$ cat src/design/glw_pkg.sv
// Shared types, constants and saturating helpers for the greedy line wrapper.
package glw_pkg;

	localparam int MAX_RUNS    = 64;
	localparam int RUN_W       = (MAX_RUNS > 1) ? $clog2(MAX_RUNS) : 1;
	localparam int RUN_CNT_W   = $clog2(MAX_RUNS + 1);
	localparam int QUEUE_DEPTH = 4;
	localparam int QPTR_W      = $clog2(QUEUE_DEPTH);
	localparam int QCNT_W      = $clog2(QUEUE_DEPTH + 1);

	localparam logic [15:0] MAX16 = 16'hFFFF;
	localparam logic [23:0] MAX24 = 24'hFFFFFF;

	localparam logic [1:0] REQ_LOAD  = 2'd0;
	localparam logic [1:0] REQ_GLYPH = 2'd1;
	localparam logic [1:0] REQ_FLUSH = 2'd2;

	localparam logic KIND_SEGMENT = 1'b0;
	localparam logic KIND_ROW     = 1'b1;

	typedef enum logic [1:0] {
		OP_LOAD,
		OP_GLYPH,
		OP_FLUSH
	} glw_op_kind_t;

	typedef struct packed {
		logic [1:0]  req_type;
		logic [15:0] text_index;
		logic [7:0]  text_length;
		logic [15:0] advance_x;
		logic        breakable;
		logic [15:0] run_end;
	} glw_req_t;

	typedef struct packed {
		logic        record_kind;
		logic [5:0]  run_index;
		logic [15:0] line_number;
		logic [23:0] x_start;
		logic [23:0] seg_width;
		logic [15:0] text_start;
		logic [15:0] text_bytes;
		logic [15:0] glyph_start;
		logic [15:0] glyph_count;
		logic [15:0] segment_start;
		logic [15:0] segment_count;
		logic        last;
	} glw_rec_t;

	typedef struct packed {
		glw_op_kind_t kind;
		logic [15:0]  text_index;
		logic [7:0]   text_length;
		logic [15:0]  advance_x;
		logic         breakable;
		logic [15:0]  run_end;
	} glw_op_t;

	typedef struct packed {
		logic    valid;
		glw_op_t op;
	} glw_head_t;

	function automatic logic [15:0] sat_add16(input logic [15:0] a, input logic [15:0] b);
		logic [16:0] s;
		s = {1'b0, a} + {1'b0, b};
		return s[16] ? MAX16 : s[15:0];
	endfunction

	function automatic logic [23:0] sat_add24(input logic [23:0] a, input logic [15:0] b);
		logic [24:0] s;
		s = {1'b0, a} + {9'd0, b};
		return s[24] ? MAX24 : s[23:0];
	endfunction

	function automatic logic [15:0] floor_sub16(input logic [15:0] a, input logic [15:0] b);
		return (a >= b) ? (a - b) : 16'd0;
	endfunction

endpackage

$ cat src/design/glw_ram.sv
// Generic single-write, single-read RAM with registered read data.
module glw_ram #(
	parameter int WIDTH = 16,
	parameter int DEPTH = 64,
	localparam int AW = (DEPTH > 1) ? $clog2(DEPTH) : 1
) (
	input  logic             clk,
	input  logic             we,
	input  logic [AW-1:0]    waddr,
	input  logic [WIDTH-1:0] wdata,
	input  logic [AW-1:0]    raddr,
	output logic [WIDTH-1:0] rdata
);

	logic [WIDTH-1:0] mem [DEPTH];

	always_ff @(posedge clk) begin
		if (we) begin
			mem[waddr] <= wdata;
		end
		rdata <= mem[raddr];
	end

endmodule

$ cat src/design/glw_front.sv
// Front end: accepts requests, decodes them and queues them for the back end.
module glw_front import glw_pkg::*; (
	input  logic      clk,
	input  logic      arst_n,
	input  logic      req_valid,
	output logic      req_stall,
	input  glw_req_t  req_data,
	output glw_head_t head,
	input  logic      pop
);

	glw_op_t           queue_q [QUEUE_DEPTH];
	logic [QPTR_W-1:0] wr_ptr_q;
	logic [QPTR_W-1:0] rd_ptr_q;
	logic [QCNT_W-1:0] count_q;

	glw_op_t dec_op;
	logic    dec_known;
	logic    push;
	logic    do_pop;

	always_comb begin
		dec_op.kind        = OP_LOAD;
		dec_op.text_index  = req_data.text_index;
		dec_op.text_length = req_data.text_length;
		dec_op.advance_x   = req_data.advance_x;
		dec_op.breakable   = req_data.breakable;
		dec_op.run_end     = req_data.run_end;
		dec_known          = 1'b1;
		unique case (req_data.req_type)
			REQ_LOAD:  dec_op.kind = OP_LOAD;
			REQ_GLYPH: dec_op.kind = OP_GLYPH;
			REQ_FLUSH: dec_op.kind = OP_FLUSH;
			default:   dec_known = 1'b0;
		endcase
	end

	// Unknown request codes are accepted and dropped here.
	assign req_stall = (count_q == QCNT_W'(QUEUE_DEPTH));
	assign push      = req_valid && !req_stall && dec_known;
	assign do_pop    = pop && (count_q != '0);

	assign head.valid = (count_q != '0);
	assign head.op    = queue_q[rd_ptr_q];

	always_ff @(posedge clk) begin
		if (push) begin
			queue_q[wr_ptr_q] <= dec_op;
		end
	end

	always_ff @(posedge clk or negedge arst_n) begin
		if (!arst_n) begin
			wr_ptr_q <= '0;
			rd_ptr_q <= '0;
			count_q  <= '0;
		end else begin
			if (push) begin
				wr_ptr_q <= (wr_ptr_q == QPTR_W'(QUEUE_DEPTH - 1)) ? '0 : wr_ptr_q + 1'b1;
			end
			if (do_pop) begin
				rd_ptr_q <= (rd_ptr_q == QPTR_W'(QUEUE_DEPTH - 1)) ? '0 : rd_ptr_q + 1'b1;
			end
			if (push && !do_pop) begin
				count_q <= count_q + 1'b1;
			end else if (!push && do_pop) begin
				count_q <= count_q - 1'b1;
			end
		end
	end

endmodule

$ cat src/design/glw_back.sv
// Back end: wrapping state, run table, record generation and output staging.
module glw_back import glw_pkg::*; (
	input  logic        clk,
	input  logic        arst_n,
	input  glw_head_t   head,
	output logic        pop,
	input  logic        cfg_valid,
	input  logic [23:0] cfg_data,
	output logic        rec_valid,
	input  logic        rec_stall,
	output glw_rec_t    rec_data
);

	logic [23:0]          line_width_q;
	logic [RUN_CNT_W-1:0] run_count_q;
	logic [RUN_CNT_W-1:0] cur_run_q;
	logic [23:0]          run_x_q;
	logic [23:0]          seg_x_q;
	logic [15:0]          glyph_cnt_q;
	logic [15:0]          seg_glyph_q;
	logic [15:0]          seg_byte_q;
	logic [15:0]          line_q;
	logic [15:0]          segs_q;
	logic [15:0]          row_byte_q;
	logic [15:0]          row_bytes_q;
	logic [15:0]          row_glyph_q;
	logic [15:0]          row_glyphs_q;
	logic [15:0]          row_seg_q;
	logic [15:0]          row_segs_q;
	logic                 end_ok_q;
	glw_rec_t             out_q;
	logic                 out_v_q;
	glw_rec_t             pend_q;
	logic                 pend_v_q;

	glw_op_t              op;
	logic [15:0]          run_end_rd;
	logic                 seg_open;
	logic [15:0]          seg_byte_eff;
	logic                 run_flush;
	logic                 width_flush;
	logic [24:0]          sum_x;
	logic [15:0]          segs_inc;
	logic [15:0]          row_segs_inc;
	glw_rec_t             seg_rec;
	glw_rec_t             row_rec;
	glw_rec_t             r0;
	glw_rec_t             r1;
	logic [1:0]           nres;
	logic                 out_free;
	logic                 fire;
	logic                 load_we;
	logic [RUN_CNT_W-1:0] cur_run_d;

	assign op = head.op;

	// The read port follows the next value of the run index, so the end of the
	// current run is ready every cycle; only a write to that entry makes it stale.
	glw_ram #(.WIDTH(16), .DEPTH(MAX_RUNS)) u_run_ram (
		.clk   (clk),
		.we    (load_we),
		.waddr (run_count_q[RUN_W-1:0]),
		.wdata (op.run_end),
		.raddr (cur_run_d[RUN_W-1:0]),
		.rdata (run_end_rd)
	);

	always_comb begin
		seg_open     = glyph_cnt_q > seg_glyph_q;
		seg_byte_eff = (op.kind == OP_GLYPH && !seg_open) ? op.text_index : seg_byte_q;
		sum_x        = {1'b0, run_x_q} + {9'd0, op.advance_x};
		run_flush    = (cur_run_q < run_count_q) && (op.text_index >= run_end_rd);
		width_flush  = (sum_x > {1'b0, line_width_q}) && op.breakable && seg_open;
		segs_inc     = sat_add16(segs_q, 16'd1);
		row_segs_inc = sat_add16(row_segs_q, 16'd1);

		seg_rec               = '0;
		seg_rec.record_kind   = KIND_SEGMENT;
		seg_rec.run_index     = 6'(cur_run_q);
		seg_rec.line_number   = line_q;
		seg_rec.x_start       = seg_x_q;
		seg_rec.seg_width     = (run_x_q >= seg_x_q) ? (run_x_q - seg_x_q) : 24'd0;
		seg_rec.text_start    = seg_byte_eff;
		seg_rec.text_bytes    = floor_sub16(op.text_index, seg_byte_eff);
		seg_rec.glyph_start   = seg_glyph_q;
		seg_rec.glyph_count   = floor_sub16(glyph_cnt_q, seg_glyph_q);
		seg_rec.last          = 1'b1;

		row_rec               = '0;
		row_rec.record_kind   = KIND_ROW;
		row_rec.line_number   = line_q;
		row_rec.text_start    = row_byte_q;
		row_rec.text_bytes    = row_bytes_q;
		row_rec.glyph_start   = row_glyph_q;
		row_rec.glyph_count   = row_glyphs_q;
		row_rec.segment_start = row_seg_q;
		row_rec.segment_count = row_segs_q;
		row_rec.last          = 1'b1;

		r0   = seg_rec;
		r1   = row_rec;
		nres = 2'd0;
		case (op.kind)
			OP_GLYPH: begin
				if (width_flush) begin
					nres                  = 2'd2;
					r0.last               = 1'b0;
					r1.segment_count      = row_segs_inc;
				end else if (run_flush) begin
					nres = 2'd1;
				end
			end
			OP_FLUSH: begin
				if (seg_open) begin
					nres             = 2'd2;
					r0.last          = 1'b0;
					r1.segment_count = row_segs_inc;
				end else begin
					nres = 2'd1;
					r0   = row_rec;
				end
			end
			default: nres = 2'd0;
		endcase
	end

	assign out_free = !out_v_q || !rec_stall;
	assign fire     = head.valid && (op.kind != OP_GLYPH || end_ok_q) &&
	                  (nres == 2'd0 || (!pend_v_q && out_free));
	assign pop      = fire;
	assign load_we  = fire && (op.kind == OP_LOAD) && (run_count_q < RUN_CNT_W'(MAX_RUNS));

	always_comb begin
		cur_run_d = cur_run_q;
		if (fire && op.kind == OP_GLYPH && run_flush) begin
			cur_run_d = cur_run_q + 1'b1;
		end else if (fire && op.kind == OP_FLUSH) begin
			cur_run_d = '0;
		end
	end

	assign rec_valid = out_v_q;
	assign rec_data  = out_q;

	always_ff @(posedge clk) begin
		if (fire && nres != 2'd0) begin
			out_q <= r0;
			if (nres == 2'd2) begin
				pend_q <= r1;
			end
		end else if (out_free && pend_v_q) begin
			out_q <= pend_q;
		end
	end

	always_ff @(posedge clk or negedge arst_n) begin
		if (!arst_n) begin
			line_width_q <= MAX24;
			run_count_q  <= '0;
			cur_run_q    <= '0;
			run_x_q      <= '0;
			seg_x_q      <= '0;
			glyph_cnt_q  <= '0;
			seg_glyph_q  <= '0;
			seg_byte_q   <= '0;
			line_q       <= '0;
			segs_q       <= '0;
			row_byte_q   <= '0;
			row_bytes_q  <= '0;
			row_glyph_q  <= '0;
			row_glyphs_q <= '0;
			row_seg_q    <= '0;
			row_segs_q   <= '0;
			end_ok_q     <= 1'b0;
			out_v_q      <= 1'b0;
			pend_v_q     <= 1'b0;
		end else begin
			if (cfg_valid) begin
				line_width_q <= cfg_data;
			end
			cur_run_q <= cur_run_d;
			end_ok_q  <= !(load_we && (run_count_q[RUN_W-1:0] == cur_run_d[RUN_W-1:0]));

			if (fire) begin
				case (op.kind)
					OP_LOAD: begin
						if (load_we) begin
							run_count_q <= run_count_q + 1'b1;
						end
					end
					OP_GLYPH: begin
						glyph_cnt_q <= sat_add16(glyph_cnt_q, 16'd1);
						if (run_flush || width_flush) begin
							segs_q      <= segs_inc;
							seg_glyph_q <= glyph_cnt_q;
							seg_byte_q  <= op.text_index;
						end else begin
							seg_byte_q <= seg_byte_eff;
						end
						if (width_flush) begin
							line_q       <= sat_add16(line_q, 16'd1);
							row_byte_q   <= op.text_index;
							row_bytes_q  <= {8'd0, op.text_length};
							row_glyph_q  <= glyph_cnt_q;
							row_glyphs_q <= 16'd1;
							row_seg_q    <= segs_inc;
							row_segs_q   <= '0;
							seg_x_q      <= '0;
							run_x_q      <= {8'd0, op.advance_x};
						end else begin
							if (run_flush) begin
								row_segs_q <= row_segs_inc;
								seg_x_q    <= run_x_q;
							end
							run_x_q      <= sat_add24(run_x_q, op.advance_x);
							row_bytes_q  <= sat_add16(row_bytes_q, {8'd0, op.text_length});
							row_glyphs_q <= sat_add16(row_glyphs_q, 16'd1);
						end
					end
					OP_FLUSH: begin
						// New paragraph: everything but the width limit and the table.
						run_count_q  <= '0;
						run_x_q      <= '0;
						seg_x_q      <= '0;
						glyph_cnt_q  <= '0;
						seg_glyph_q  <= '0;
						seg_byte_q   <= '0;
						line_q       <= '0;
						segs_q       <= '0;
						row_byte_q   <= '0;
						row_bytes_q  <= '0;
						row_glyph_q  <= '0;
						row_glyphs_q <= '0;
						row_seg_q    <= '0;
						row_segs_q   <= '0;
					end
					default: begin
					end
				endcase
			end

			if (fire && nres != 2'd0) begin
				out_v_q  <= 1'b1;
				pend_v_q <= (nres == 2'd2);
			end else if (out_free) begin
				out_v_q  <= pend_v_q;
				pend_v_q <= 1'b0;
			end
		end
	end

endmodule

$ cat src/design/greedy_line_wrapper.sv
// A request passes through the front-end queue and the output register before
// its first record is on the output. Throughput: one request per cycle unless
// the output stalls; a request with two records holds the next record-making
// request until its second record leaves the pending register, and a glyph right
// after a load into the current run's table entry waits for the registered read.
// Reset clears all wrapping state and sets line_width to its maximum; the run
// table holds no defined contents until loaded.
module greedy_line_wrapper import glw_pkg::*; (
	input  logic        clk,
	input  logic        arst_n,
	input  logic        req_valid,
	output logic        req_stall,
	input  glw_req_t    req_data,
	output logic        rec_valid,
	input  logic        rec_stall,
	output glw_rec_t    rec_data,
	input  logic        cfg_valid,
	output logic        cfg_ready,
	input  logic [23:0] cfg_data
);

	glw_head_t head;
	logic      pop;

	assign cfg_ready = 1'b1;

	glw_front u_front (
		.clk       (clk),
		.arst_n    (arst_n),
		.req_valid (req_valid),
		.req_stall (req_stall),
		.req_data  (req_data),
		.head      (head),
		.pop       (pop)
	);

	glw_back u_back (
		.clk       (clk),
		.arst_n    (arst_n),
		.head      (head),
		.pop       (pop),
		.cfg_valid (cfg_valid && cfg_ready),
		.cfg_data  (cfg_data),
		.rec_valid (rec_valid),
		.rec_stall (rec_stall),
		.rec_data  (rec_data)
	);

endmodule

$ cat config.mk
export PLATFORM = sky130hd
export DESIGN_NAME = greedy_line_wrapper
export DESIGN_NICKNAME = d
export VERILOG_FILES = /design/src/design/glw_pkg.sv /design/src/design/glw_ram.sv /design/src/design/glw_front.sv /design/src/design/glw_back.sv /design/src/design/greedy_line_wrapper.sv
export SDC_FILE = /design/constraint.sdc
export NUM_CORES = 2
export LEC_CHECK = 0
export BUFFER_PORTS_ARGS = -buffer_cell sky130_fd_sc_hd__buf_2
export CAP_MARGIN = 30
export CORE_ASPECT_RATIO = 0.8
export CORE_MARGIN = 2
export CORE_UTILIZATION = 54
export CTS_CLUSTER_DIAMETER = 50
export CTS_CLUSTER_SIZE = 14
export DETAILED_ROUTE_END_ITERATION = 8
export GPL_TIMING_DRIVEN = 0
export PLACE_DENSITY_LB_ADDON = 0.25
export SYNTH_ARGS = -nofsm -noshare
export SYNTH_HDL_FRONTEND = slang
export SYNTH_SLANG_ARGS = --single-unit
export TNS_END_PERCENT = 10
$ cat constraint.sdc
create_clock -name clk -period 30.4 [get_ports clk]
set_input_delay 3.04 -clock clk [delete_from_list [all_inputs] [get_ports clk]]
set_output_delay 3.04 -clock clk [all_outputs]
set_load 0.005 [all_outputs]
==> results.md <==
- Min Tclk post-route: 10.01 ns
- VDD IR max: 0.113 mV
- Core region area: 145000 sq um
- Die height: 345 um
- Vias in the first global route: 51000
- Hpwl dp: 167000 um
- Cell area after layout: 88900 sq um
- Fmax: 99.9 MHz
- CP Capture Type: flop
- Syn_area_per_cell: 13.0 sq um
- Synth Net Count: 6288
- Measured slew at the worst slew-check pin: 1.17 ns
- Max Slew Vio Count: 0
- Initial antenna violation count: 33
- DP Area: 83600 sq um
- Initial drt markers: 7748
- Seq/Total Area, Yosys: 68.0%
- Fillers: 11000
- Yosys reg bits: 1828
- Core Rows: 125
- Starting Density: 54.2%
- Status: finished clean
- IO Pins: 259
- DRC: 0
- Detailed Routing Iterations Pass 1: 6
- Postcts setup bufs: 0
- Routed Antenna Nets: 0
- Die width: 430 um
- Asr flop ratio synth: 14.9%
- Synth top area share: 58.9%
- Hold buffers post-CTS: 0
- Mapped Cells: 6052
- Hold Violations, Final: 0
- Tot GR Track Use: 31.2%
- Crit-path max cell delay: 0.69 ns
- Crit path max-delay cell type: buf_1
- Max Root-Sink Buffers: 3
- Remaining global-route overflow: 0
- Max-cap check violation count: 0
- Slew headroom: 22.3%
- Netlist cell types: 99
- Final std cells w/o fill: 8604
- Global-route wire length before repair: 341000 um
- Post-synth top flop: edfxtp_1
- Sink Count: 1828
- Cell count after placement: 8301
- Dominant cells by area after synthesis: edfxtp_1 (59%), dfrtp_1 (7.9%), nand2_1 (4.5%), and3_1 (2.4%), ha_1 (2.3%)
- Startpoint Class: flop
- Post-synthesis instance area: 78600 sq um
- H-tree depth: 4
- Setup Viol. Count Final: 0
- Tightest Hold Check Type: flop to flop
- Total power per unit cell area: 117 nW/um^2
- Post-synth EDFFs: 1540
- Port Buffers: 256
- RSZ-0062 raised after global routing: false
- CP Max Fanout: 32
- Tcrit/Tclk final: 32.9%
- Leak: 0.0330 uW
- CP Data Arrival Time: 10.52 ns
- Synth warn: 0
- Fin Clk Skew: 0.0447 ns
- Post-CTS sizing: 0
- Largest net degree at the start of global routing: 113
- Avg WL per Cell: 27.3 um
- Root cell of the clock tree: clkbuf_16
- Clk_lat worst skew: 0.85 ns
- Die outline area: 149000 sq um
- Fraction of layout cells with a size suffix above 1: 13.4%
- Total Wirelength: 235000 um
- Reg2reg setup slack: 20.39 ns
- Nets: 6808
- Total CTS buffers: 164
- Gpl congestion: 0.979
- Cell taking the most area after synthesis: edfxtp_1
- Via Count: 54700
- Vias per std cell: 6.35
- TNS Setup: 0 ns
- Setup Crit Path Kind: flop to flop
- CP Data Required Time: 30.91 ns
- CTS tree: done
- Area grow syn2layout: 13.2%
- Clk slew on worst S/H paths: 0.06 ns
-- final cells by class --
cell class	count	area, sq um	share of cell area (%)
sequential	1828	53400	60.0
multi-input combinational	3710	23200	26.1
clock buffer	208	4330	4.87
timing repair buffer	354	2670	3.00
tap	1905	2380	2.68
buffer	372	1580	1.77
clock inverter	58	769	0.865
inverter	142	536	0.602
antenna	27	67.6	0.0760
-- sequential cells by signal, summed over array words and instances, names as in the netlist, 24 cells and up --
| name | cells |
|---|---|
| u_front.queue_q | 236 |
| u_back.u_run_ram.mem | 1024 |
| u_back.line_width_q | 24 |
| u_back.pend_q | 112 |
| u_back.rec_data | 168 |
| u_back.seg_x_q | 24 |
| u_back.run_x_q | 24 |
-- Yosys cell counts, drive strengths merged (59+ instances only) --
cell / instances
nor3: 68
nand3: 163
a211oi: 135
mux2i: 98
a21oi: 213
nand2: 949
edfxtp: 1540
dfrtp: 248
mux4: 59
and3: 307
a21o: 97
clkbuf: 223
o21ai: 331
nor2: 296
a31oi: 135
inv: 141
buf: 149
ha: 142
-- path summary, 6_finish.rpt --
path | from | endpoint | cells past startpoint
max | u_front.rd_ptr_q[0] | u_back.rec_data[103] | 32
min | u_back.line_q[2] | u_back.pend_q[147] | 0
max reg2reg | u_front.rd_ptr_q[0] | u_back.rec_data[103] | 32
min reg2reg | u_back.line_q[2] | u_back.pend_q[147] | 0
max in group asynchronous | arst_n | u_back.segs_q[8] | 3
min in group asynchronous | arst_n | u_back.seg_x_q[19] | 1
-- worst max-delay path, delay by kind of cell, from the launching register on --
kind,cells,cell delay (ns)
compound gates,12,3.47
simple gates,4,0.85
fa+ha+maj,2,0.42
buf+inv,12,3.69
xor+xnor,1,0.16
mux,1,0.64
flops,1,0.36
-- report_power, final --
part,internal (uW),switching (uW),leakage [uW]
sequential,3430,161,0.0176
clock,1100,946,0.00246
combinational,1450,3360,0.0129
-- cells in the final DEF (no fill, tap or decap), types with 43 or more instances in the layout --
cell type  instances
ha_1             142
a21o_1            96
nand3_1          163
o21ai_0          325
nor2_1           247
a211oi_1         130
o211ai_1          56
a31oi_1          135
nor3_1            67
mux2i_1           98
inv_1            135
a21oi_1          209
and3_1           307
buf_2            358
nand4_1           45
dfrtp_1          248
nand2b_1          46
nor2_2            48
edfxtp_1        1540
xnor2_1           58
or3_1             43
clkbuf_1         263
nand2_1          948
mux4_2            50
clkbuf_16        166
a32oi_1           51
-- metal layers --
layer	up-vias	GRT usage [%]	share of wire, %
met5	-	0.836	0.10
met1	27300	47.7	42
li1	23800	-	-
met2	3207	43.4	42
met4	14	11.2	3.3
met3	399	7.46	12
-- cell families (layout without fill, tap and decap cells) --
kind of cell    after synthesis  in the layout  share of synthesized area, %
flops                      1828           1828                          68.0
buf+inv                     514           1134                          2.69
other cells                   1             28                       0.00477
compound gates             1275           1275                          10.7
mux                         180            180                          3.27
xor+xnor                     96             96                          1.07
fa+ha+maj                   148            148                          2.41
simple gates               2010           2010                          11.9
-- stage by stage --
stage	total power [uW]	hold WS, ns	utilization [%]	setup WS (ns)
final	10400	0.451	61.4	20.39
after global routing	10900	0.460	61.4	19.74
after CTS	10300	0.449	61.3	19.94
after detailed placement	8280	0.434	57.7	20.01
after global placement	8200	0.430	56.8	3.87
after floorplan	6450	0.423	-	12.95
Power figures use the tool's default switching activity.
